## src/hw/rtl/mpd_pkg.sv

```systemverilog
`timescale 1ns / 1ps

package mpd_pkg;

  localparam int unsigned MaxWidth    = 128;
  localparam int unsigned MaxChannels = 64;
  localparam int unsigned MaxWindow   = 16;

  localparam int unsigned ColW       = $clog2(MaxWidth);
  localparam int unsigned ChanW      = $clog2(MaxChannels);
  localparam int unsigned PhaseW     = $clog2(MaxWindow);
  localparam int unsigned AddrW      = ColW + ChanW;
  localparam int unsigned StoreDepth = MaxWidth * MaxChannels;

  localparam int unsigned FifoDepth = 4;
  localparam int unsigned FifoPtrW  = $clog2(FifoDepth);
  localparam int unsigned FifoCntW  = $clog2(FifoDepth + 1);

  localparam int unsigned DimW  = 8;
  localparam int unsigned ChCfgW = 7;
  localparam int unsigned WinW  = 5;
  localparam int unsigned DataW = 8;

  typedef enum logic [2:0] {
    CfgInputWidth   = 3'd0,
    CfgChannels     = 3'd1,
    CfgWindowHeight = 3'd2,
    CfgWindowWidth  = 3'd3,
    CfgOutHeight    = 3'd4,
    CfgOutWidth     = 3'd5,
    CfgActMin       = 3'd6,
    CfgActMax       = 3'd7
  } cfg_reg_e;

  typedef struct packed {
    logic signed [DataW-1:0] sample;
    logic                    frame_end;
  } in_item_t;

  typedef struct packed {
    logic signed [DataW-1:0] pooled;
    logic                    last;
  } out_item_t;

  typedef struct packed {
    logic [DimW-1:0]         in_width;
    logic [ChCfgW-1:0]       channels;
    logic [WinW-1:0]         win_h;
    logic [WinW-1:0]         win_w;
    logic [DimW-1:0]         out_h;
    logic [DimW-1:0]         out_w;
    logic signed [DataW-1:0] act_min;
    logic signed [DataW-1:0] act_max;
  } cfg_t;

  typedef struct packed {
    logic [AddrW-1:0]        addr;
    logic signed [DataW-1:0] sample;
    logic                    first;
    logic                    emit;
    logic                    last;
  } op_t;

  function automatic logic [DimW-1:0] lim_dim(logic [DimW-1:0] v);
    logic [DimW-1:0] r;
    r = v;
    if (v == '0) r = DimW'(1);
    else if (v > DimW'(MaxWidth)) r = DimW'(MaxWidth);
    return r;
  endfunction

  function automatic logic [ChCfgW-1:0] lim_chan(logic [ChCfgW-1:0] v);
    logic [ChCfgW-1:0] r;
    r = v;
    if (v == '0) r = ChCfgW'(1);
    else if (v > ChCfgW'(MaxChannels)) r = ChCfgW'(MaxChannels);
    return r;
  endfunction

  function automatic logic [WinW-1:0] lim_win(logic [WinW-1:0] v);
    logic [WinW-1:0] r;
    r = v;
    if (v == '0) r = WinW'(1);
    else if (v > WinW'(MaxWindow)) r = WinW'(MaxWindow);
    return r;
  endfunction

endpackage

```

## src/hw/rtl/mpd_fifo.sv

```systemverilog
`timescale 1ns / 1ps

module mpd_fifo (
  input  logic         clk_i,
  input  logic         rst_ni,
  input  logic         push_i,
  input  mpd_pkg::op_t push_data_i,
  output logic         full_o,
  input  logic         pop_i,
  output logic         valid_o,
  output mpd_pkg::op_t head_o
);
  import mpd_pkg::*;

  op_t                 slot_q [FifoDepth];
  logic [FifoPtrW-1:0] wr_ptr_q, rd_ptr_q;
  logic [FifoCntW-1:0] cnt_q, cnt_d;

  assign full_o  = (cnt_q == FifoCntW'(FifoDepth));
  assign valid_o = (cnt_q != '0);
  assign head_o  = slot_q[rd_ptr_q];

  always_comb begin
    cnt_d = cnt_q;
    if (push_i && !pop_i) cnt_d = cnt_q + FifoCntW'(1);
    else if (pop_i && !push_i) cnt_d = cnt_q - FifoCntW'(1);
  end

  always_ff @(posedge clk_i) begin
    if (push_i) slot_q[wr_ptr_q] <= push_data_i;
  end

  always_ff @(posedge clk_i or negedge rst_ni) begin
    if (!rst_ni) begin
      wr_ptr_q <= '0;
      rd_ptr_q <= '0;
      cnt_q    <= '0;
    end else begin
      if (push_i) wr_ptr_q <= wr_ptr_q + FifoPtrW'(1);
      if (pop_i) rd_ptr_q <= rd_ptr_q + FifoPtrW'(1);
      cnt_q <= cnt_d;
    end
  end

endmodule

```

## config.mk

```make
export PLATFORM = sky130hd
export DESIGN_NAME = mpd_fifo
export DESIGN_NICKNAME = d
export VERILOG_FILES = /design/src/hw/rtl/mpd_pkg.sv /design/src/hw/rtl/mpd_fifo.sv
export SDC_FILE = /design/constraint.sdc
export NUM_CORES = 1
export LEC_CHECK = 0
export BUFFER_PORTS_ARGS = -buffer_cell sky130_fd_sc_hd__buf_4
export CAP_MARGIN = 20
export CORE_MARGIN = 2
export CORE_UTILIZATION = 30
export CTS_BUF_LIST = sky130_fd_sc_hd__clkbuf_2
export CTS_CLUSTER_SIZE = 25
export DETAILED_ROUTE_END_ITERATION = 8
export PLACE_DENSITY_LB_ADDON = 0.08
export SLEW_MARGIN = 20
export SYNTH_ARGS = -nofsm -noshare
export SYNTH_HDL_FRONTEND = slang
export SYNTH_SLANG_ARGS = --single-unit
```

## constraint.sdc

```tcl
create_clock -name clk_i -period 2.4 [get_ports clk_i]
set_input_delay 0.48 -clock clk_i [delete_from_list [all_inputs] [get_ports clk_i]]
set_output_delay 0.48 -clock clk_i [all_outputs]
set_load 0.01 [all_outputs]
```

==> impl_metrics.yaml, run 1 <==
sta:
  tightest_slew_ns: 0.4091
  hold_viol: 0
  drv_slew: 0
  rsz0062_at_grt: "yes"
  setup_viol_count_final: 9
  fmax_mhz: 414.5
  fin_crit_sh: 1.005
  setup_tns_ns: -0.04225
  min_period_ns: 2.413
  clock_skew_ns: 0.01781
  slew_headroom: 0.7273
  setup_slack_ns: -0.01275
setup_path:
  worstPathCellList: "buf_4 -> clkbuf_16 -> mux4_2 -> buf_6"
  cp-start-kind: "register"
  slowest_stage: "mux4_2"
  r2r_cells: 4
  cp.required_ns: 1.92
  cp.arrival_ns: 1.93
  end_kind: "output pin"
  reg2reg_slack_ns: 0.80
  crit_fanout: 6
  critPathKind: "reg2out"
  slowest_delay_ns: 0.51
flow_run:
  max_cap_viol_count: 0
pwr:
  pwr_density_cell_nw_per_um2: 1125
  swShare: 0.2991
  p_leak_uw: 0.001685
  p_int_uw: 3826
  clkPwrFrac: 0.122
  seqPwrFrac: 0.454
  ir_drop_mv: 0.3795
  netSwitchingPower_uw: 1633
  combPwrFrac: 0.424
detailed_routing:
  routed_wl_microns: 7222
  antenna_left: 0
  routed_via_density: 4.349
  drtPass1Iterations: 4
  drt_iter0_markers: 76
  vias: 1783
  wl_per_cell_microns: 17.61
  drc: 0
floorplanning:
  start_util: 0.3081
  ios: 54
  fp-row-count: 41
  die_h_microns: 118.1
  dieArea_sq_um: 13940
  die_x_microns: 118.1
  coreArea_sq_um: 12670
cts:
  h-tree-depth: 3
  cts_sinks: 103
  cts_inserted_buffers: 9
  tritoncts: "built"
  clock_tree.root_cell: "clkbuf_2"
  insertion_delay_ns: 0.55
  clockBufferDepth: 2
  path_clk_slew_ns: 0.24
synthesis:
  synth.most_common_cell: "edfxtp_1"
  synthArstFlopShare: 0.06796
  synthDistinctLibCells: 19
  syn_avg_cell_area_sq_um: 24.40
  synthesis.area_sq_um: 3904
  ys_ff_latch: 103
  synth_edf_count: 96
  synth_commonest_cells: "edfxtp_1, mux4_2, dfrtp_1"
  synth_nets: 194
  synth-main-ff-cell: "edfxtp_1"
  synth_top_cell_by_area: "edfxtp_1"
  netlist_top_cells_area: "edfxtp_1, mux4_2, dfrtp_1, mux4_1, ha_1"
  synth_seq_area_share: 0.7833
  ys_warn_count: 0
  synth_cells: 160
  synth_top_area_frac: 0.7385
grt:
  grt-busiest-layer: "met2"
  grt_util_all_layers: 0.1089
  grt_overflow_total: 0
  grt_max_degree: 20
  grt_util_met3: 0.03101
  grtUsageMet1: 0.1228
  antenna_found_initial: 0
  grt_util_met2: 0.1926
  grt_pass1_vias: 1965
  grt_pass1_wl_microns: 11050
min_path:
  holdPathStages: 2
  hold_class: "in2reg"
placement:
  io_buffers: 53
  gp_congestion: 0.6825
  dp_slack_ns: 0.5146
  dp_hpwl_microns: 4521
run_status:
  status: "finished, violations left"
  failed_checks: "setup timing"
layout:
  n_fill_cell: 1154
  num-nets-final: 267
  drive_gt1_frac: 0.4454
  syn2layout_area_growth_pct: 24.33
  num_antenna_cells: 0
## through the flow
step | cell area [sq um] | total power [uW] | utilization | hold slack, ns | std cells
2_1_floorplan | 3904 | 3609 | - | 0.1844 | 160
3_3_place_gp | 4567 | 4337 | 0.3604 | 0.2952 | 386
3_5_place_dp | 4567 | 4416 | 0.3604 | 0.3020 | 386
4_1_cts | 4813 | 5513 | 0.3799 | 0.02865 | 407
5_1_grt | 4853 | 5789 | 0.3830 | 0.01426 | 410
6_report | 4853 | 5458 | 0.3830 | 0.1022 | 410
## registers in the layout, summed over array words and instances (netlist names)
register / count
slot_q: 96
cnt_q: 3
rd_ptr_q: 2
wr_ptr_q: 2
## kinds of logic (layout without fill, tap and decap cells)
kind of cell | after synthesis | in the layout | share of synthesized area
flip-flops | 103 | 103 | 0.7833
multiplexers | 25 | 25 | 0.1471
buffers and inverters | 10 | 88 | 0.02083
AND/OR/NAND/NOR | 9 | 9 | 0.01282
adder cells (fa/ha/maj) | 6 | 6 | 0.02115
XOR/XNOR | 6 | 6 | 0.01346
AO/OA/AOI/OAI | 1 | 1 | 0.001281
## area by class of cell
type                            count  area, sq um  share of cell area
Sequential cell                   103         3059              0.6303
Timing Repair Buffer               68        735.7              0.1516
Clock inverter                      6        36.28            0.007476
Tap cell                          172        215.2             0.04434
Clock buffer                       10        50.05             0.01031
Multi-Input combinational cell     47        742.0              0.1529
Inverter                            4        15.01            0.003094
## final timing paths
check	start	to
setup reg to reg	wr_ptr_q[0]	slot_q[0][16]
hold / removal	pop_i	rd_ptr_q[0]
min in group asynchronous	rst_ni	cnt_q[0]
hold reg to reg	cnt_q[2]	cnt_q[2]
setup / recovery	rd_ptr_q[0]	head_o[6]
max in group asynchronous	rst_ni	rd_ptr_q[0]
## metal layers
layer | routed length (microns) | up-vias | share of wire
li1 | - | 801 | -
met1 | 2964 | 925 | 0.41
met2 | 3879 | 45 | 0.54
met3 | 277 | 12 | 0.038
met4 | 102 | 0 | 0.014
met5 | 0 | - | 0
## critical path: cells and delay by family, from the launching register on
family | cells | cell delay [ns]
buffers and inverters | 3 | 0.43
multiplexers | 1 | 0.51
flip-flops | 1 | 0.46
## power groups by stage
stage / clock, uW / sequential, uW / combinational (uW)
6_report: 667 / 2480 / 2310
5_1_grt: 793 / 2510 / 2490
4_1_cts: 714 / 2490 / 2310
3_5_place_dp: 0 / 2530 / 1890
3_3_place_gp: 0 / 2500 / 1840
2_1_floorplan: 0 / 2480 / 1130
## cell usage in the layout (no fill, tap or decap), types with 2 or more instances in the layout
cell type / Yosys / layout
edfxtp_1: 96 / 96
buf_4: 0 / 34
mux4_2: 18 / 24
buf_6: 1 / 24
clkbuf_2: 0 / 10
dfrtp_1: 7 / 6
buf_12: 2 / 6
ha_1: 5 / 5
inv_1: 4 / 4
and2_1: 4 / 4
xor2_1: 4 / 4
clkinv_1: 0 / 3
xnor2_1: 2 / 2
nand2_1: 2 / 2
buf_16: 0 / 2
## repair_timing
item | 4_1_cts | 5_1_grt
hold buffers | 1 | 0
setup buffers | 2 | 2
gates resized for setup | 32 | 0
endpoints found under the setup margin | 24 | 24
gates cloned | 2 | 1
endpoints found under the hold margin | 7 | 0
Power figures use the tool's default switching activity.
==> run 2, diff against run 1 <==
--- a/config.mk
+++ b/config.mk
@@ -10,3 +10,3 @@
 export CORE_MARGIN = 2
-export CORE_UTILIZATION = 30
+export CORE_UTILIZATION = 39
 export CTS_BUF_LIST = sky130_fd_sc_hd__clkbuf_2
--- a/constraint.sdc
+++ b/constraint.sdc
@@ -3,2 +3,2 @@
 set_output_delay 0.48 -clock clk_i [all_outputs]
-set_load 0.01 [all_outputs]
+set_load 0.1 [all_outputs]
==> run 2 against run 1 <==
The flow still finishes with violations (setup timing). Setup slack worse by 0.016 ns. Count of clock-buffer cells in the layout decreased by 1. Flip-flop and latch count is the same. First-iteration DRC count is 9.2% lower. Largest cell class unchanged. Worst hold slack better by 0.015 ns. Cell count fell by 8.8%. Die area decreased by 22%. Via count fell by 0.56%. Critical path type unchanged.
==> impl_metrics.yaml, run 2 (synthesis results as in run 1) <==
run_status:
  status: "finished, violations left"
  failed_checks: "setup timing"
layout:
  final_area_sq_um: 4816
  syn2layout_area_growth_pct: 23.37
  largest_register_ffs: 96
  reg_top3: "slot_q x96, cnt_q x3"
  num-nets-final: 270
  final_common_cell: "edfxtp_1"
  n_fill_cell: 826
  final_cell_mix: "edfxtp_1, buf_4, mux4_2"
  num_antenna_cells: 0
  drive_gt1_frac: 0.4730
  regMostFlops: "slot_q"
placement:
  dp_hpwl_microns: 4627
  dpl_cell_area_sq_um: 4503
  io_buffers: 53
  gp_congestion: 0.6513
floorplanning:
  die_x_microns: 104.0
  ios: 54
  start_util: 0.4012
  dieArea_sq_um: 10830
  fp-row-count: 36
  die_h_microns: 104.0
  coreArea_sq_um: 9729
cts:
  insertion_delay_ns: 0.54
  clockBufferDepth: 2
  h-tree-depth: 3
  cts_inserted_buffers: 9
  clock_tree.root_cell: "clkbuf_2"
  cts_sinks: 103
  path_clk_slew_ns: 0.27
  tritoncts: "built"
setup_path:
  reg2reg_slack_ns: 0.79
  cp.required_ns: 1.92
  critPathKind: "reg2out"
  r2r_cells: 4
  cp-start-kind: "register"
  crit_fanout: 4
  end_kind: "output pin"
  cp.arrival_ns: 1.95
grt:
  grt_pass1_vias: 1999
  antenna_found_initial: 0
  grt_max_degree: 19
  grt_pass1_wl_microns: 10530
  grt_util_all_layers: 0.1322
  grt_overflow_total: 0
detailed_routing:
  drc: 0
  vias: 1773
  drt_iter0_markers: 69
  drtPass1Iterations: 5
  routed_wl_microns: 6769
  routed_via_density: 4.741
  antenna_left: 0
  wl_per_cell_microns: 18.10
sta:
  slew_headroom: 0.7796
  fmax_mhz: 411.7
  min_period_ns: 2.429
  setup_slack_ns: -0.02918
  clock_skew_ns: 0.01241
  tightest_slew_ns: 0.3306
  drv_slew: 0
  hold_viol: 0
  setup_viol_count_final: 14
  rsz0062_at_grt: "yes"
  fin_crit_sh: 1.012
flow_run:
  max_cap_viol_count: 0
min_path:
  holdPathStages: 1
  hold_class: "in2reg"
==> run 2: cell count changes in the layout (fill, tap and decap cells not counted), moves of 3 or more <==
cell	previous run	this run
buf_6	24	14
buf_4	34	43
clkinv_1	3	0
buf_8	0	5
==> run 2: final cells by class <==
type | instances | area, sq um | share of cell area
timing repair buffer | 71 | 725.7 | 0.1507
clock inverter | 7 | 56.30 | 0.01169
tap | 133 | 166.4 | 0.03455
clock buffer | 9 | 45.04 | 0.009353
multi-input combinational | 47 | 747.0 | 0.1551
sequential | 103 | 3060 | 0.6355
inverter | 4 | 15.01 | 0.003118
==> run 2: final timing paths <==
check / start / end
max: rd_ptr_q[0] / head_o[23]
min: push_data_i[8] / slot_q[2][8]
max reg2reg: wr_ptr_q[0] / slot_q[2][1]
min reg2reg: cnt_q[2] / cnt_q[2]
max in group asynchronous: rst_ni / rd_ptr_q[0]
min in group asynchronous: rst_ni / cnt_q[0]
==> run 2: repair_timing <==
item / CTS / global route
endpoints found under the setup margin: 24 / 24
resized for setup: 42 / 7
endpoints found under the hold margin: 7 / 0
hold buffers: 1 / 0
buffers inserted: 4 / 2
==> run 2: metrics by stage <==
stage	cells	utilization	setup WS [ns]	setup TNS, ns	hold WS, ns
floorplan	160	-	0.2587	0	0.1844
global placement	351	0.4628	0.3835	0	0.2982
detailed placement	351	0.4628	0.3483	0	0.3022
CTS	372	0.4906	-0.1067	-1.785	0.05062
global route	374	0.4950	-0.1467	-2.917	0.03387
finish	374	0.4950	-0.02918	-0.1409	0.1169
==> run 2: layer usage <==
metal  part of all wire  global-route usage
met2               0.55              0.2397
met3              0.048             0.04762
met5                  0                   0
met4             0.0059             0.03668
met1               0.40              0.1464
==> run 2: worst max-delay path: stages (launching register included) <==
cell and delay (ns):
dfrtp_2 0.46, buf_4 0.13, buf_12 0.10, mux4_2 0.54, buf_12 0.19
Power of run 2 is not shown: default switching activity piles up to over one toggle a cycle in this logic, so the estimate is an artifact.
==> run 3, diff against run 2 <==
--- a/config.mk
+++ b/config.mk
@@ -15,2 +15,3 @@
 export PLACE_DENSITY_LB_ADDON = 0.08
+export RECOVER_POWER = 100
 export SLEW_MARGIN = 20
==> constraint.sdc (replaced) <==
create_clock -name clk_i -period 2.6 [get_ports clk_i]
set_input_delay 0.26 -clock clk_i [delete_from_list [all_inputs] [get_ports clk_i]]
set_output_delay 0.26 -clock clk_i [all_outputs]
set_load 0.1 [all_outputs]
==> run 3 against run 2 <==
The run now ends clean. Cell count is 4.8% higher. Critical path type unchanged. Die area unchanged. Critical path depth down 1. Clock skew increased by 0.018 ns. Worst hold slack improved by 0.026 ns. Non-clock buffer count grew 20. Core utilization is 0.86 points lower. Critical endpoint is now head_o[8]. Global-route usage is 0.085 points lower. Via count grew 5.9%. First-iteration DRC count down 28%.
==> impl_metrics.yaml, run 3 (synthesis results as in run 1) <==
layout:
  final_common_cell: "edfxtp_1"
  num-nets-final: 290
  final_cell_mix: "edfxtp_1, clkbuf_1, dlygate4sd3_1"
  multiInputGateArea_sq_um: 769.5
  regArea_sq_um: 3059
  n_fill_cell: 848
  regMostFlops: "slot_q"
  num_antenna_cells: 0
  reg_top3: "slot_q x96, cnt_q x3"
  syn2layout_area_growth_pct: 21.22
  drive_gt1_frac: 0.2510
  largest_register_ffs: 96
grt:
  grt_pass1_vias: 2118
  grt_overflow_total: 0
  grt_pass1_wl_microns: 10720
  antenna_found_initial: 0
  grt_util_all_layers: 0.1314
  grt_max_degree: 20
floorplanning:
  start_util: 0.4012
  ios: 54
  die_h_microns: 104.0
  die_x_microns: 104.0
  dieArea_sq_um: 10830
  coreArea_sq_um: 9729
  fp-row-count: 36
setup_path:
  end_kind: "output pin"
  cp.required_ns: 2.34
  cp-start-kind: "register"
  slowest_stage: "dfrtp_2"
  worstPathCellList: "buf_12 -> mux4_2 -> clkbuf_4"
  critPathKind: "reg2out"
  r2r_cells: 4
  slowest_delay_ns: 0.55
  cp.arrival_ns: 2.11
  crit_fanout: 19
cts:
  insertion_delay_ns: 0.52
  tritoncts: "built"
  clock_tree.root_cell: "clkbuf_2"
  cts_setup_buffers: 0
  path_clk_slew_ns: 0.25
  cts_inserted_buffers: 9
  cts_sinks: 103
  cts_hold_buffers: 27
  h-tree-depth: 3
  post_cts_resized: 0
  clockBufferDepth: 2
sta:
  min_period_ns: 2.374
  hold_viol: 0
  fin_crit_sh: 0.9130
  setup_tns_ns: 0
  drv_slew: 0
  fmax_mhz: 421.3
  setup_viol_count_final: 0
  slew_headroom: 0.3852
  clock_skew_ns: 0.03091
  tightest_slew_ns: 0.9222
  rsz0062_at_grt: "no"
detailed_routing:
  drt_iter0_markers: 50
  routed_wl_microns: 6666
  vias: 1877
  wl_per_cell_microns: 17.01
  drc: 0
  antenna_left: 0
  routed_via_density: 4.788
  drtPass1Iterations: 4
placement:
  io_buffers: 53
  dp_hpwl_microns: 4544
  gp_congestion: 0.6704
flow_run:
  max_cap_viol_count: 0
run_status:
  status: "complete, no violations"
min_path:
  hold_class: "in2async"
==> run 3: final timing paths <==
path	end	startpoint	slack, ns
worst max-delay path	head_o[8]	rd_ptr_q[0]	0.23
worst min-delay path	cnt_q[0]	rst_ni	0.14
worst max register to register	slot_q[2][4]	wr_ptr_q[0]	0.40
worst min register to register	cnt_q[2]	cnt_q[2]	0.51
max in group asynchronous	rd_ptr_q[0]	rst_ni	2.10
min in group clk_i	cnt_q[2]	cnt_q[2]	0.51
==> run 3: through the flow <==
step	setup WS, ns	util	instances	cell area (sq um)	hold slack [ns]
final	0.2263	0.4864	392	4732	0.1429
after floorplan	0.6787	-	160	3909	-0.03559
after CTS	0.1748	0.5013	392	4877	0.002928
after detailed placement	0.7848	0.4628	351	4503	0.08317
after global placement	0.7801	0.4628	351	4503	0.07808
after global routing	0.08665	0.4864	392	4732	0.1461
==> run 3: cell type report <==
| class | count | area share |
|---|---|---|
| timing repair buffer | 91 | 0.1306 |
| tap | 133 | 0.03517 |
| sequential | 103 | 0.6465 |
| multi-input combinational | 47 | 0.1626 |
| inverter | 4 | 0.003173 |
| clock inverter | 5 | 0.01243 |
| clock buffer | 9 | 0.009519 |
==> run 3: layer usage <==
| layer | vias to the layer above | part of all wire | global-route usage |
|---|---|---|---|
| li1 | 848 | - | - |
| met1 | 982 | 0.43 | 0.1536 |
| met2 | 38 | 0.52 | 0.2350 |
| met3 | 9 | 0.032 | 0.02945 |
| met4 | 0 | 0.014 | 0.05212 |
| met5 | - | 0 | 0 |
==> run 3: critical path: cells and delay by family (launching register included) <==
kind / cells / cell delay (ns)
multiplexers: 1 / 0.53
flip-flops: 1 / 0.55
buffers and inverters: 2 / 0.54
Power of run 3 is left out for the same reason.
