<file path="src/hw/rtl/mpd_pkg.sv">
`timescale 1ns / 1ps

package mpd_pkg;

  localparam int unsigned MaxWidth    = 128;
  localparam int unsigned MaxChannels = 64;
  localparam int unsigned MaxWindow   = 16;

  localparam int unsigned ColW       = $clog2(MaxWidth);
  localparam int unsigned ChanW      = $clog2(MaxChannels);
  localparam int unsigned PhaseW     = $clog2(MaxWindow);
  localparam int unsigned AddrW      = ColW + ChanW;
  localparam int unsigned StoreDepth = MaxWidth * MaxChannels;

  localparam int unsigned FifoDepth = 4;
  localparam int unsigned FifoPtrW  = $clog2(FifoDepth);
  localparam int unsigned FifoCntW  = $clog2(FifoDepth + 1);

  localparam int unsigned DimW  = 8;
  localparam int unsigned ChCfgW = 7;
  localparam int unsigned WinW  = 5;
  localparam int unsigned DataW = 8;

  typedef enum logic [2:0] {
    CfgInputWidth   = 3'd0,
    CfgChannels     = 3'd1,
    CfgWindowHeight = 3'd2,
    CfgWindowWidth  = 3'd3,
    CfgOutHeight    = 3'd4,
    CfgOutWidth     = 3'd5,
    CfgActMin       = 3'd6,
    CfgActMax       = 3'd7
  } cfg_reg_e;

  typedef struct packed {
    logic signed [DataW-1:0] sample;
    logic                    frame_end;
  } in_item_t;

  typedef struct packed {
    logic signed [DataW-1:0] pooled;
    logic                    last;
  } out_item_t;

  typedef struct packed {
    logic [DimW-1:0]         in_width;
    logic [ChCfgW-1:0]       channels;
    logic [WinW-1:0]         win_h;
    logic [WinW-1:0]         win_w;
    logic [DimW-1:0]         out_h;
    logic [DimW-1:0]         out_w;
    logic signed [DataW-1:0] act_min;
    logic signed [DataW-1:0] act_max;
  } cfg_t;

  typedef struct packed {
    logic [AddrW-1:0]        addr;
    logic signed [DataW-1:0] sample;
    logic                    first;
    logic                    emit;
    logic                    last;
  } op_t;

  function automatic logic [DimW-1:0] lim_dim(logic [DimW-1:0] v);
    logic [DimW-1:0] r;
    r = v;
    if (v == '0) r = DimW'(1);
    else if (v > DimW'(MaxWidth)) r = DimW'(MaxWidth);
    return r;
  endfunction

  function automatic logic [ChCfgW-1:0] lim_chan(logic [ChCfgW-1:0] v);
    logic [ChCfgW-1:0] r;
    r = v;
    if (v == '0) r = ChCfgW'(1);
    else if (v > ChCfgW'(MaxChannels)) r = ChCfgW'(MaxChannels);
    return r;
  endfunction

  function automatic logic [WinW-1:0] lim_win(logic [WinW-1:0] v);
    logic [WinW-1:0] r;
    r = v;
    if (v == '0) r = WinW'(1);
    else if (v > WinW'(MaxWindow)) r = WinW'(MaxWindow);
    return r;
  endfunction

endpackage

</file>
<file path="src/hw/rtl/mpd_front.sv">
`timescale 1ns / 1ps

module mpd_front (
  input  logic             clk_i,
  input  logic             rst_ni,
  input  mpd_pkg::cfg_t    cfg_i,
  input  logic             in_valid_i,
  output logic             in_ready_o,
  input  mpd_pkg::in_item_t in_data_i,
  output logic             push_o,
  output mpd_pkg::op_t     op_o,
  input  logic             full_i
);
  import mpd_pkg::*;

  logic [DimW-1:0]   out_row_q, out_row_d;
  logic [PhaseW-1:0] row_ph_q, row_ph_d;
  logic [ColW-1:0]   in_col_q, in_col_d;
  logic [PhaseW-1:0] col_ph_q, col_ph_d;
  logic [ColW-1:0]   out_col_q, out_col_d;
  logic [ChanW-1:0]  chan_q, chan_d;

  logic [DimW-1:0]   out_row_c;
  logic [PhaseW-1:0] row_ph_c, col_ph_c;
  logic [ColW-1:0]   in_col_c;
  logic [ChanW-1:0]  chan_c;
  logic [ChCfgW-1:0] chan_n;
  logic [DimW-1:0]   in_col_n;
  logic [WinW-1:0]   col_ph_n, row_ph_n;
  logic              accept, in_area;

  assign in_ready_o = !full_i;
  assign accept     = in_valid_i && in_ready_o;

  always_comb begin
    chan_c    = ({1'b0, chan_q} >= cfg_i.channels) ? ChanW'(cfg_i.channels - 1'b1) : chan_q;
    row_ph_c  = ({1'b0, row_ph_q} >= cfg_i.win_h) ? PhaseW'(cfg_i.win_h - 1'b1) : row_ph_q;
    col_ph_c  = ({1'b0, col_ph_q} >= cfg_i.win_w) ? PhaseW'(cfg_i.win_w - 1'b1) : col_ph_q;
    in_col_c  = ({1'b0, in_col_q} >= cfg_i.in_width) ? ColW'(cfg_i.in_width - 1'b1) : in_col_q;
    out_row_c = (out_row_q > cfg_i.out_h) ? cfg_i.out_h : out_row_q;

    in_area = (out_row_c < cfg_i.out_h) && ({1'b0, out_col_q} < cfg_i.out_w);

    op_o.addr   = {out_col_q, chan_c};
    op_o.sample = in_data_i.sample;
    op_o.first  = (row_ph_c == '0) && (col_ph_c == '0);
    op_o.emit   = ({1'b0, row_ph_c} + WinW'(1) == cfg_i.win_h) &&
                  ({1'b0, col_ph_c} + WinW'(1) == cfg_i.win_w);
    op_o.last   = (out_row_c + DimW'(1) == cfg_i.out_h) &&
                  ({1'b0, out_col_q} + DimW'(1) == cfg_i.out_w) &&
                  ({1'b0, chan_c} + ChCfgW'(1) == cfg_i.channels);
    push_o = accept && in_area;

    chan_n   = {1'b0, chan_c} + ChCfgW'(1);
    in_col_n = {1'b0, in_col_c} + DimW'(1);
    col_ph_n = {1'b0, col_ph_c} + WinW'(1);
    row_ph_n = {1'b0, row_ph_c} + WinW'(1);

    chan_d    = chan_c;
    in_col_d  = in_col_c;
    col_ph_d  = col_ph_c;
    out_col_d = out_col_q;
    row_ph_d  = row_ph_c;
    out_row_d = out_row_c;

    if (chan_n >= cfg_i.channels) begin
      chan_d   = '0;
      in_col_d = in_col_n[ColW-1:0];
      col_ph_d = col_ph_n[PhaseW-1:0];
      if (col_ph_n >= cfg_i.win_w) begin
        col_ph_d  = '0;
        out_col_d = out_col_q + ColW'(1);
      end
      if (in_col_n >= cfg_i.in_width) begin
        in_col_d  = '0;
        col_ph_d  = '0;
        out_col_d = '0;
        row_ph_d  = row_ph_n[PhaseW-1:0];
        if (row_ph_n >= cfg_i.win_h) begin
          row_ph_d = '0;
          if (out_row_c < cfg_i.out_h) out_row_d = out_row_c + DimW'(1);
        end
      end
    end else begin
      chan_d = chan_n[ChanW-1:0];
    end

    if (in_data_i.frame_end) begin
      chan_d    = '0;
      in_col_d  = '0;
      col_ph_d  = '0;
      out_col_d = '0;
      row_ph_d  = '0;
      out_row_d = '0;
    end
  end

  always_ff @(posedge clk_i or negedge rst_ni) begin
    if (!rst_ni) begin
      out_row_q <= '0;
      row_ph_q  <= '0;
      in_col_q  <= '0;
      col_ph_q  <= '0;
      out_col_q <= '0;
      chan_q    <= '0;
    end else if (accept) begin
      out_row_q <= out_row_d;
      row_ph_q  <= row_ph_d;
      in_col_q  <= in_col_d;
      col_ph_q  <= col_ph_d;
      out_col_q <= out_col_d;
      chan_q    <= chan_d;
    end
  end

endmodule

</file>
<file path="config.mk">
export PLATFORM = sky130hd
export DESIGN_NAME = mpd_front
export DESIGN_NICKNAME = d
export VERILOG_FILES = /design/src/hw/rtl/mpd_pkg.sv /design/src/hw/rtl/mpd_front.sv
export SDC_FILE = /design/constraint.sdc
export NUM_CORES = 1
export LEC_CHECK = 0
export ABC_CLOCK_PERIOD_IN_PS = 5100
export BUFFER_PORTS_ARGS = -buffer_cell sky130_fd_sc_hd__buf_2
export CORE_MARGIN = 5
export CORE_UTILIZATION = 58
export DETAILED_ROUTE_END_ITERATION = 10
export PLACE_DENSITY = 0.83
export SYNTH_ARGS = -nofsm -noshare
export SYNTH_HDL_FRONTEND = slang
export SYNTH_SLANG_ARGS = --single-unit
export TNS_END_PERCENT = 100
</file>
<file path="constraint.sdc">
create_clock -name clk_i -period 5.1 [get_ports clk_i]
set_input_delay 0.255 -clock clk_i [delete_from_list [all_inputs] [get_ports clk_i]]
set_output_delay 0.255 -clock clk_i [all_outputs]
set_load 0.005 [all_outputs]
</file>
==> results summary, run 1 <==
The flow ran to the end, and the final reports show no timing, DRC or antenna violations. The iteration count of the initial detailed-routing pass came out at 5. The total die area is 0.0107 sq mm. The fraction of synthesis flops using an asynchronous set or reset pin is 100%. The final-report hold violation count is 0. The core outline area came out at around 0.0086 sq mm. The cell count after synthesis came out at approximately 620. The number of placement rows is 34. The peak supply drop came out at 120 uV. The detailed-route DRC error count is 0. The worst clock skew came out at around 0.0066 ns.

The total of buffers placed on input and output ports is 63. The root buffer cell chosen for the clock tree is sky130_fd_sc_hd__clkbuf_8. The sum of negative setup slack came out at 0 ns. The all-layer global routing usage came out at about a quarter.

TritonCTS built the clock tree. The instance count after placement with tap cells included came out at about 780. Detailed placement ended at an HPWL of around 11000 um. The total overflow left after global routing is 0. The number of buffers created by CTS came out at 5. The kind of path behind the tightest hold check is in -> async.

The per-cell via count in the routed design is 6.18. The library cells used most frequently in the layout, excluding fill and tap cells, are sky130_fd_sc_hd__ha_1, sky130_fd_sc_hd__inv_1, sky130_fd_sc_hd__buf_2. The placer congestion estimate is 0.907. The routed wire length per instance came out at around 17 um. The die extent in x came out at a little over 100 um. The first-pass GRT wire length came out at about 22000 um. The initial antenna violation count is 0.

STA puts the critical path data required time at approximately 5.3 ns. The number of nets in the synthesized netlist came out at between 700 and 800. The post-synthesis instance area came out at ~0.0051 sq mm. The initial core utilization came out at about three fifths. The count of placed standard cells in the final layout, fillers left out is between 700 and 800. The critical path is of the reg -> reg type. The mean area per synthesized cell is 8.13 sq um. The post-route worst setup slack is around 0.24 ns. For the worst-skew pair, the clock arrives at the later sink with an insertion delay of 0.29 ns. Counting flops with a built-in enable in the synthesized netlist gives 0. The number of warning messages in the yosys log came out at 0.

Clock-pin slew was measured on the worst setup and hold paths at approximately 0.070 ns. The antenna diode instance count is 0. In this run the cell area measured after placement is approximately 0.0055 sq mm. The total count of max-transition violations in the final report is 0. The final worst-path cycle share is a little over nine tenths. The total number of vias came out at 4898. The count of nets left with antenna violations once routing finished came out at 0. The final design instance area without fill came out at approximately 0.0056 sq mm. The max-slew headroom at the worst pin is 39.4%.

The number of global-route vias before repair is 4766. Timing would allow up to ~210 MHz. The kind of launch point of the worst setup path is a flip-flop. The total of flip-flops plus latches after synthesis is 36. The number of fill cells came out at roughly 720. In this run the count of I/O pins placed on the die edge is 96.

The growth of design area from synthesis to finish came out at 10.8%. Entering global routing, the biggest net connects 37 pins. The library cell used most frequently in the layout, excluding fill and tap cells, is sky130_fd_sc_hd__ha_1.

The number of sinks driven by the clock tree came out at 36. The number of DRC markers after the initial detailed-route iteration is approximately 300. The portion of the post-synthesis area used by sequential elements is around 18%. Dividing total power by cell area gives a power density of approximately 160 mW/mm^2. The share of cells above drive strength 1 is between 10% and 20%.

Of all nets on the critical path, the largest fanout is 5. For the pin with the worst max-slew slack, the measured transition is slightly above 0.9 ns. The final critical delay including setup and external delays is just under 5 ns. The detailed-route wire length is around 13000 um.

In the final design database the tool counted 836 nets. The most common flop cell mapped by yosys is sky130_fd_sc_hd__dfrtp_1. Setup violations remaining at the end of the flow were counted as 0. The number of violations of the max-capacitance limit is 0. The pre-CTS setup slack came out at about 0.057 ns. The arrival time at the worst endpoint came out at roughly 5.1 ns.

The level count of the clock H-tree is 2. The count of cell types in the netlist came out at 63. Setup repair after global routing left no endpoint under its margin. The leakage dissipation came out at ~2.8 nW. The buffer depth of the longest clock path came out at 2.

The endpoint type of the worst setup path is a flip-flop. The height of the die came out at approximately 100 um.
==> layer usage <==
metal | vias to the layer above | wire [um] | track usage (%) | part of all wire [%]
met5 | - | 0 | 0 | 0
li1 | 2376 | - | - | -
met1 | 2331 | 5650 | 29.9 | 42
met2 | 167 | 6640 | 40.4 | 50
met3 | 24 | 736 | 2.99 | 5.5
met4 | 0 | 289 | 7.31 | 2.2
==> kinds of logic after synthesis <==
logic type,Yosys count,synth area share (%)
AO/OA/AOI/OAI,142,19.3
XOR/XNOR,62,10.7
adder cells (fa/ha/maj),81,20.0
buffers and inverters,86,7.10
flip-flops,36,17.8
multiplexers,29,5.99
AND/OR/NAND/NOR,188,19.1
==> worst max-delay path, cell delays in order, from the launching register on <==
cell	delay [ns]
sky130_fd_sc_hd__dfrtp_1	0.43
sky130_fd_sc_hd__ha_1	0.31
sky130_fd_sc_hd__and3_1	0.21
sky130_fd_sc_hd__a221o_1	0.33
sky130_fd_sc_hd__a31oi_4	0.22
sky130_fd_sc_hd__nor2_4	0.09
sky130_fd_sc_hd__nor2_1	0.13
sky130_fd_sc_hd__nor2_1	0.07
sky130_fd_sc_hd__ha_1	0.22
sky130_fd_sc_hd__buf_4	0.16
sky130_fd_sc_hd__a41oi_1	0.32
sky130_fd_sc_hd__a21oi_1	0.08
sky130_fd_sc_hd__mux2_4	0.29
sky130_fd_sc_hd__xnor2_1	0.13
sky130_fd_sc_hd__ha_1	0.21
sky130_fd_sc_hd__a2111o_1	0.34
sky130_fd_sc_hd__a31oi_1	0.22
sky130_fd_sc_hd__o21ai_1	0.14
sky130_fd_sc_hd__nand3_1	0.25
sky130_fd_sc_hd__nor2_1	0.15
sky130_fd_sc_hd__and3_1	0.19
sky130_fd_sc_hd__o31ai_1	0.26
==> synth_stat cells, drive strengths merged (4+ instances only) <==
master  instances  area [sq um]
o21ai          41           205
nand2          47           176
nand2b         10          62.6
xnor2          43           377
and4            5          43.8
mux2            5          60.1
o211ai          8          65.1
nand3          37           185
clkbuf         11          41.3
nor4b           4          35.0
a31oi          10          77.6
dfrtp          36           901
mux2i          24           244
inv            63           236
a21oi          26           134
a22o            7          61.3
xor2           19           166
o21a            4          30.0
and3           12          75.1
a221o           4          40.0
a21o            5          37.5
nor2b           8          50.1
ha             81          1010
nor3b           4          35.0
nor2           29           116
a211oi          7          57.6
nor3           15          80.1
nand4           8          50.1
a211o           4          35.0
buf            12          82.6
==> per-stage QoR <==
stage | power, mW | utilization, % | hold WS, ns
floorplan | 0.568 | - | -0.0406
global placement | 0.671 | 63.4 | 0.392
detailed placement | 0.689 | 63.4 | 0.409
CTS | 0.886 | 64.3 | 0.0952
global route | 0.958 | 65.1 | 0.135
finish | 0.898 | 65.1 | 0.0601
==> cell type report <==
class	count	area [sq um]	share of cell area, %
flip-flops and latches	36	901	16.0
multi-input cells	502	3850	68.5
clock inverters	1	5.00	0.0890
clock buffers	6	72.6	1.29
repair buffers	77	420	7.48
inverters	63	236	4.21
well taps	108	135	2.40
==> flip-flops by register name (all words and copies together) (netlist names) <==
signal	flops
col_ph_q	4
in_col_q	7
chan_q	6
out_col_q	7
row_ph_q	4
out_row_q	8
==> power by group <==
part | total (mW) | internal, mW | switching [mW] | leakage, nW
Sequential | 0.325 | 0.302 | 0.0230 | 0.493
Clock | 0.197 | 0.0930 | 0.104 | 0.0410
Combinational | 0.376 | 0.162 | 0.214 | 2.27
==> path summary, 6_finish.rpt <==
kind	endpoint	startpoint	slack, ns	cells past startpoint
setup / recovery	out_row_q[4]	in_col_q[5]	0.24	21
hold / removal	out_row_q[5]	rst_ni	0.06	1
setup reg to reg	out_row_q[4]	in_col_q[5]	0.24	21
hold reg to reg	in_col_q[6]	in_col_q[6]	0.56	1
max in group asynchronous	col_ph_q[2]	rst_ni	4.48	1
min in group clk_i	out_col_q[3]	in_data_i[0]	0.25	2
==> what timing repair did <==
item | 4_1_cts | 5_1_grt
endpoints found under the setup margin | 0 | 18
setup buffers | 0 | 4
gates resized for setup | 0 | 10
hold buffers | 0 | 0
No activity file was read; power rests on OpenSTA's default activity.
==> run 2: changes to the inputs <==
--- a/config.mk
+++ b/config.mk
@@ -9,6 +9,7 @@
 export BUFFER_PORTS_ARGS = -buffer_cell sky130_fd_sc_hd__buf_2
 export CORE_MARGIN = 5
 export CORE_UTILIZATION = 58
+export CTS_BUF_LIST = sky130_fd_sc_hd__clkbuf_4 sky130_fd_sc_hd__clkbuf_8 sky130_fd_sc_hd__clkbuf_16
 export DETAILED_ROUTE_END_ITERATION = 10
 export PLACE_DENSITY = 0.83
 export SYNTH_ARGS = -nofsm -noshare
==> results summary, run 2 (synthesized netlist as in run 1, its figures left out) <==
The sequential standard cell area is 901 sq um (unchanged). The total die area is 0.0107 sq mm (unchanged). The number of sinks driven by the clock tree is 36 (unchanged). The leakage dissipation is 2.81 nW (+0.12%). The peak supply drop came out at 120 uV (+0.16%). The total number of vias came out at 4933 (+0.71%). The initial core utilization came out at 58.7% (unchanged).

The growth of design area from synthesis to finish came out at 10.9% (about the same). The number of failing setup endpoints in the final timing report is 0 (unchanged). The arrival time at the worst endpoint came to 5.04 ns (about the same). TritonCTS built the clock tree.

The detailed-route wire length came out at 13400 um (+0.35%). The endpoint type of the worst setup path is a flip-flop. The iteration count of the initial detailed-routing pass came out at 5 (unchanged).

The combinational share of power came to 41.6% (-0.3 points). The number of top-level design ports is 96 (unchanged). The worst setup path is launched from a flip-flop. The critical path required time came out at 5.29 ns (about the same). The core outline area is 0.00864 sq mm (unchanged). The sum of negative setup slack is 0 ns (unchanged). The total count of max-transition violations in the final report came out at 0 (unchanged).

The first-pass GRT wire length is 21900 um (+0.32%). The total of buffers placed on input and output ports came out at 63 (unchanged). The final worst-path cycle share came out at 95.0% (-0.33 points). CTS placed an instance of sky130_fd_sc_hd__clkbuf_8 at the clock tree root. The flip-flop count of the largest register after layout is 8 (unchanged).

The maximum number of pins on one net before global-route repair is 37 (unchanged). The power share of the clock group is 22.6% (+0.6 points). The height of the die is 104 um (unchanged). The design internal power is 0.562 mW (+0.95%).

The number of buffers created by CTS was 5 (unchanged). The power density relative to cell area is 161 mW/mm^2 (+0.75%). The multi-input logic area came out at 0.00385 sq mm (unchanged). The final critical delay including setup and external delays is 4.85 ns (-0.0168 ns). The share of cells above drive strength 1 came out at 15.2% (+0.15 points). The final-report hold violation count came to 0 (unchanged). The fmax came out at 206 MHz (+0.35%). The number of nets in the final layout came out at 836 (unchanged). The die extent in x was 104 um (unchanged). The worst clock skew is 0.00790 ns (+0.00132 ns). In the final layout, the registers with the most flip-flops are out_row_q (8), in_col_q (7), out_col_q (7). The total of hold buffers inserted after clock tree synthesis was 0 (unchanged). The run finished with clean final reports. In the layout the commonest cells are sky130_fd_sc_hd__ha_1, sky130_fd_sc_hd__inv_1, sky130_fd_sc_hd__buf_2. The buffer depth of the longest clock path came out at 2 (unchanged).

The final antenna-violating net count is 0 (unchanged). The initial antenna violation count came out at 0 (unchanged). The number of DRC markers after the initial detailed-route iteration came to 283 (-4.1%). The endpoint of the lowest-slack register-to-register path is out_row_q[4].

The number of placement rows came to 34 (unchanged). The total overflow reported by the global router was 0 (unchanged). The startpoint identified for the worst register-to-register timing path is in_col_q[5].

The part of the power in registers came out at 35.9% (-0.3 points). The type of the setup path with the least slack is reg -> reg. The detailed-route DRC error count is 0 (unchanged).

The all-layer global routing usage is 23.4% (+0.091 points). The top register by number of flip-flops is out_row_q. The slack of the worst reg-to-reg path is 0.25 ns (+0.02 ns). The number of violations of the max-capacitance limit is 0 (unchanged). The number of global-route vias before repair is 4776 (+0.21%). The placer congestion estimate is 0.907 (unchanged). The switching portion of total power was 37.9% (-0.085 points). The number of fill cells is 716 (-0.28%).

The depth of the worst register-to-register path came to 21 (unchanged). The transition time at the pin with the least slew margin is 0.923 ns (+0.0165 ns). The routed wire length per instance is 16.8 um (+0.35%). The worst hold path belongs to the class in -> async. The final design instance area without fill came out at 0.00563 sq mm (about the same).

The antenna diode instance count was 0 (unchanged). The max-slew headroom at the worst pin came out at 38.3% (-1.1 points). The half-perimeter wire length after placement is 10600 um (unchanged). The level count of the clock H-tree is 2 (unchanged). The clock-pin slew of the registers on the worst-case setup and hold paths came to 0.08 ns (about the same).

Setup repair after global routing left no endpoint under its margin. The reported net switching power is 0.343 mW (+0.59%). The most common cell after layout, fill and taps aside is sky130_fd_sc_hd__ha_1. The per-cell via count in the routed design came out at 6.22 (+0.71%). The highest net fanout along the worst path came out at 5 (unchanged). The post-place instance area is 0.00547 sq mm (unchanged).

The clock latency on the worst-skew pair is 0.29 ns (about the same).
-- run 2: metal layers --
layer | GRT usage (%) | vias to the layer above | part of all wire (%)
met3 | 2.99 | 27 | 5.7
met1 | 30.0 | 2344 | 42
met5 | 0 | - | 0
met4 | 7.31 | 0 | 2.3
li1 | - | 2379 | -
met2 | 40.7 | 183 | 50
-- run 2: layout make-up --
class / instances / area share, %
clock buffer: 6 / 1.36
clock inverter: 1 / 0.0890
inverter: 63 / 4.20
multi-input combinational: 502 / 68.5
sequential: 36 / 16.0
tap: 108 / 2.40
timing repair buffer: 77 / 7.47
-- run 2: how the worst max path moves through the flow --
stage                           start      endpoint  slack, ns  depth (start not counted)
after CTS                 in_col_q[5]  out_row_q[1]       0.07                         18
after global placement      cfg_i[53]  out_row_q[1]       0.34                         20
after global routing      in_col_q[5]  out_col_q[3]      0.003                         20
final                     in_col_q[5]  out_row_q[4]       0.25                         21
after floorplan             chan_q[2]  out_col_q[5]       0.49                         23
after detailed placement    cfg_i[54]  out_row_q[1]       0.06                         20
-- run 2: timing repair --
item / 4_1_cts / 5_1_grt
gates resized for setup: 0 / 10
endpoints found under the setup margin: 0 / 18
setup buffers: 0 / 4
-- run 2: worst max-delay path, cell delays in order, from the launching register on --
cell and delay (ns):
sky130_fd_sc_hd__dfrtp_1 0.43, sky130_fd_sc_hd__ha_1 0.31, sky130_fd_sc_hd__and3_1 0.21, sky130_fd_sc_hd__a221o_1 0.33, sky130_fd_sc_hd__a31oi_4 0.22, sky130_fd_sc_hd__nor2_4 0.09, sky130_fd_sc_hd__nor2_1 0.13, sky130_fd_sc_hd__nor2_1 0.06
sky130_fd_sc_hd__ha_1 0.21, sky130_fd_sc_hd__buf_4 0.16, sky130_fd_sc_hd__a41oi_1 0.32, sky130_fd_sc_hd__a21oi_1 0.08, sky130_fd_sc_hd__mux2_4 0.29, sky130_fd_sc_hd__xnor2_1 0.13, sky130_fd_sc_hd__ha_1 0.21, sky130_fd_sc_hd__a2111o_1 0.34
sky130_fd_sc_hd__a31oi_1 0.22, sky130_fd_sc_hd__o21ai_1 0.14, sky130_fd_sc_hd__nand3_1 0.24, sky130_fd_sc_hd__nor2_1 0.15, sky130_fd_sc_hd__and3_1 0.19, sky130_fd_sc_hd__o31ai_1 0.26
-- run 2: through the flow --
stage / utilization [%] / std cells / setup WS, ns / hold slack, ns / total power, mW
after floorplan: - / 624 / 0.486 / -0.0406 / 0.568
after global placement: 63.4 / 782 / 0.341 / 0.392 / 0.671
after detailed placement: 63.4 / 782 / 0.0566 / 0.409 / 0.689
after CTS: 64.3 / 789 / 0.0698 / 0.0952 / 0.892
after global routing: 65.1 / 793 / 0.00340 / 0.135 / 0.964
final: 65.1 / 793 / 0.253 / 0.0574 / 0.905
-- run 2: power by group through the flow --
stage	sequential, mW	combinational (mW)	clock [mW]
finish	0.325	0.376	0.204
global placement	0.328	0.342	0
global route	0.327	0.421	0.216
detailed placement	0.329	0.360	0
floorplan	0.323	0.246	0
CTS	0.324	0.364	0.204
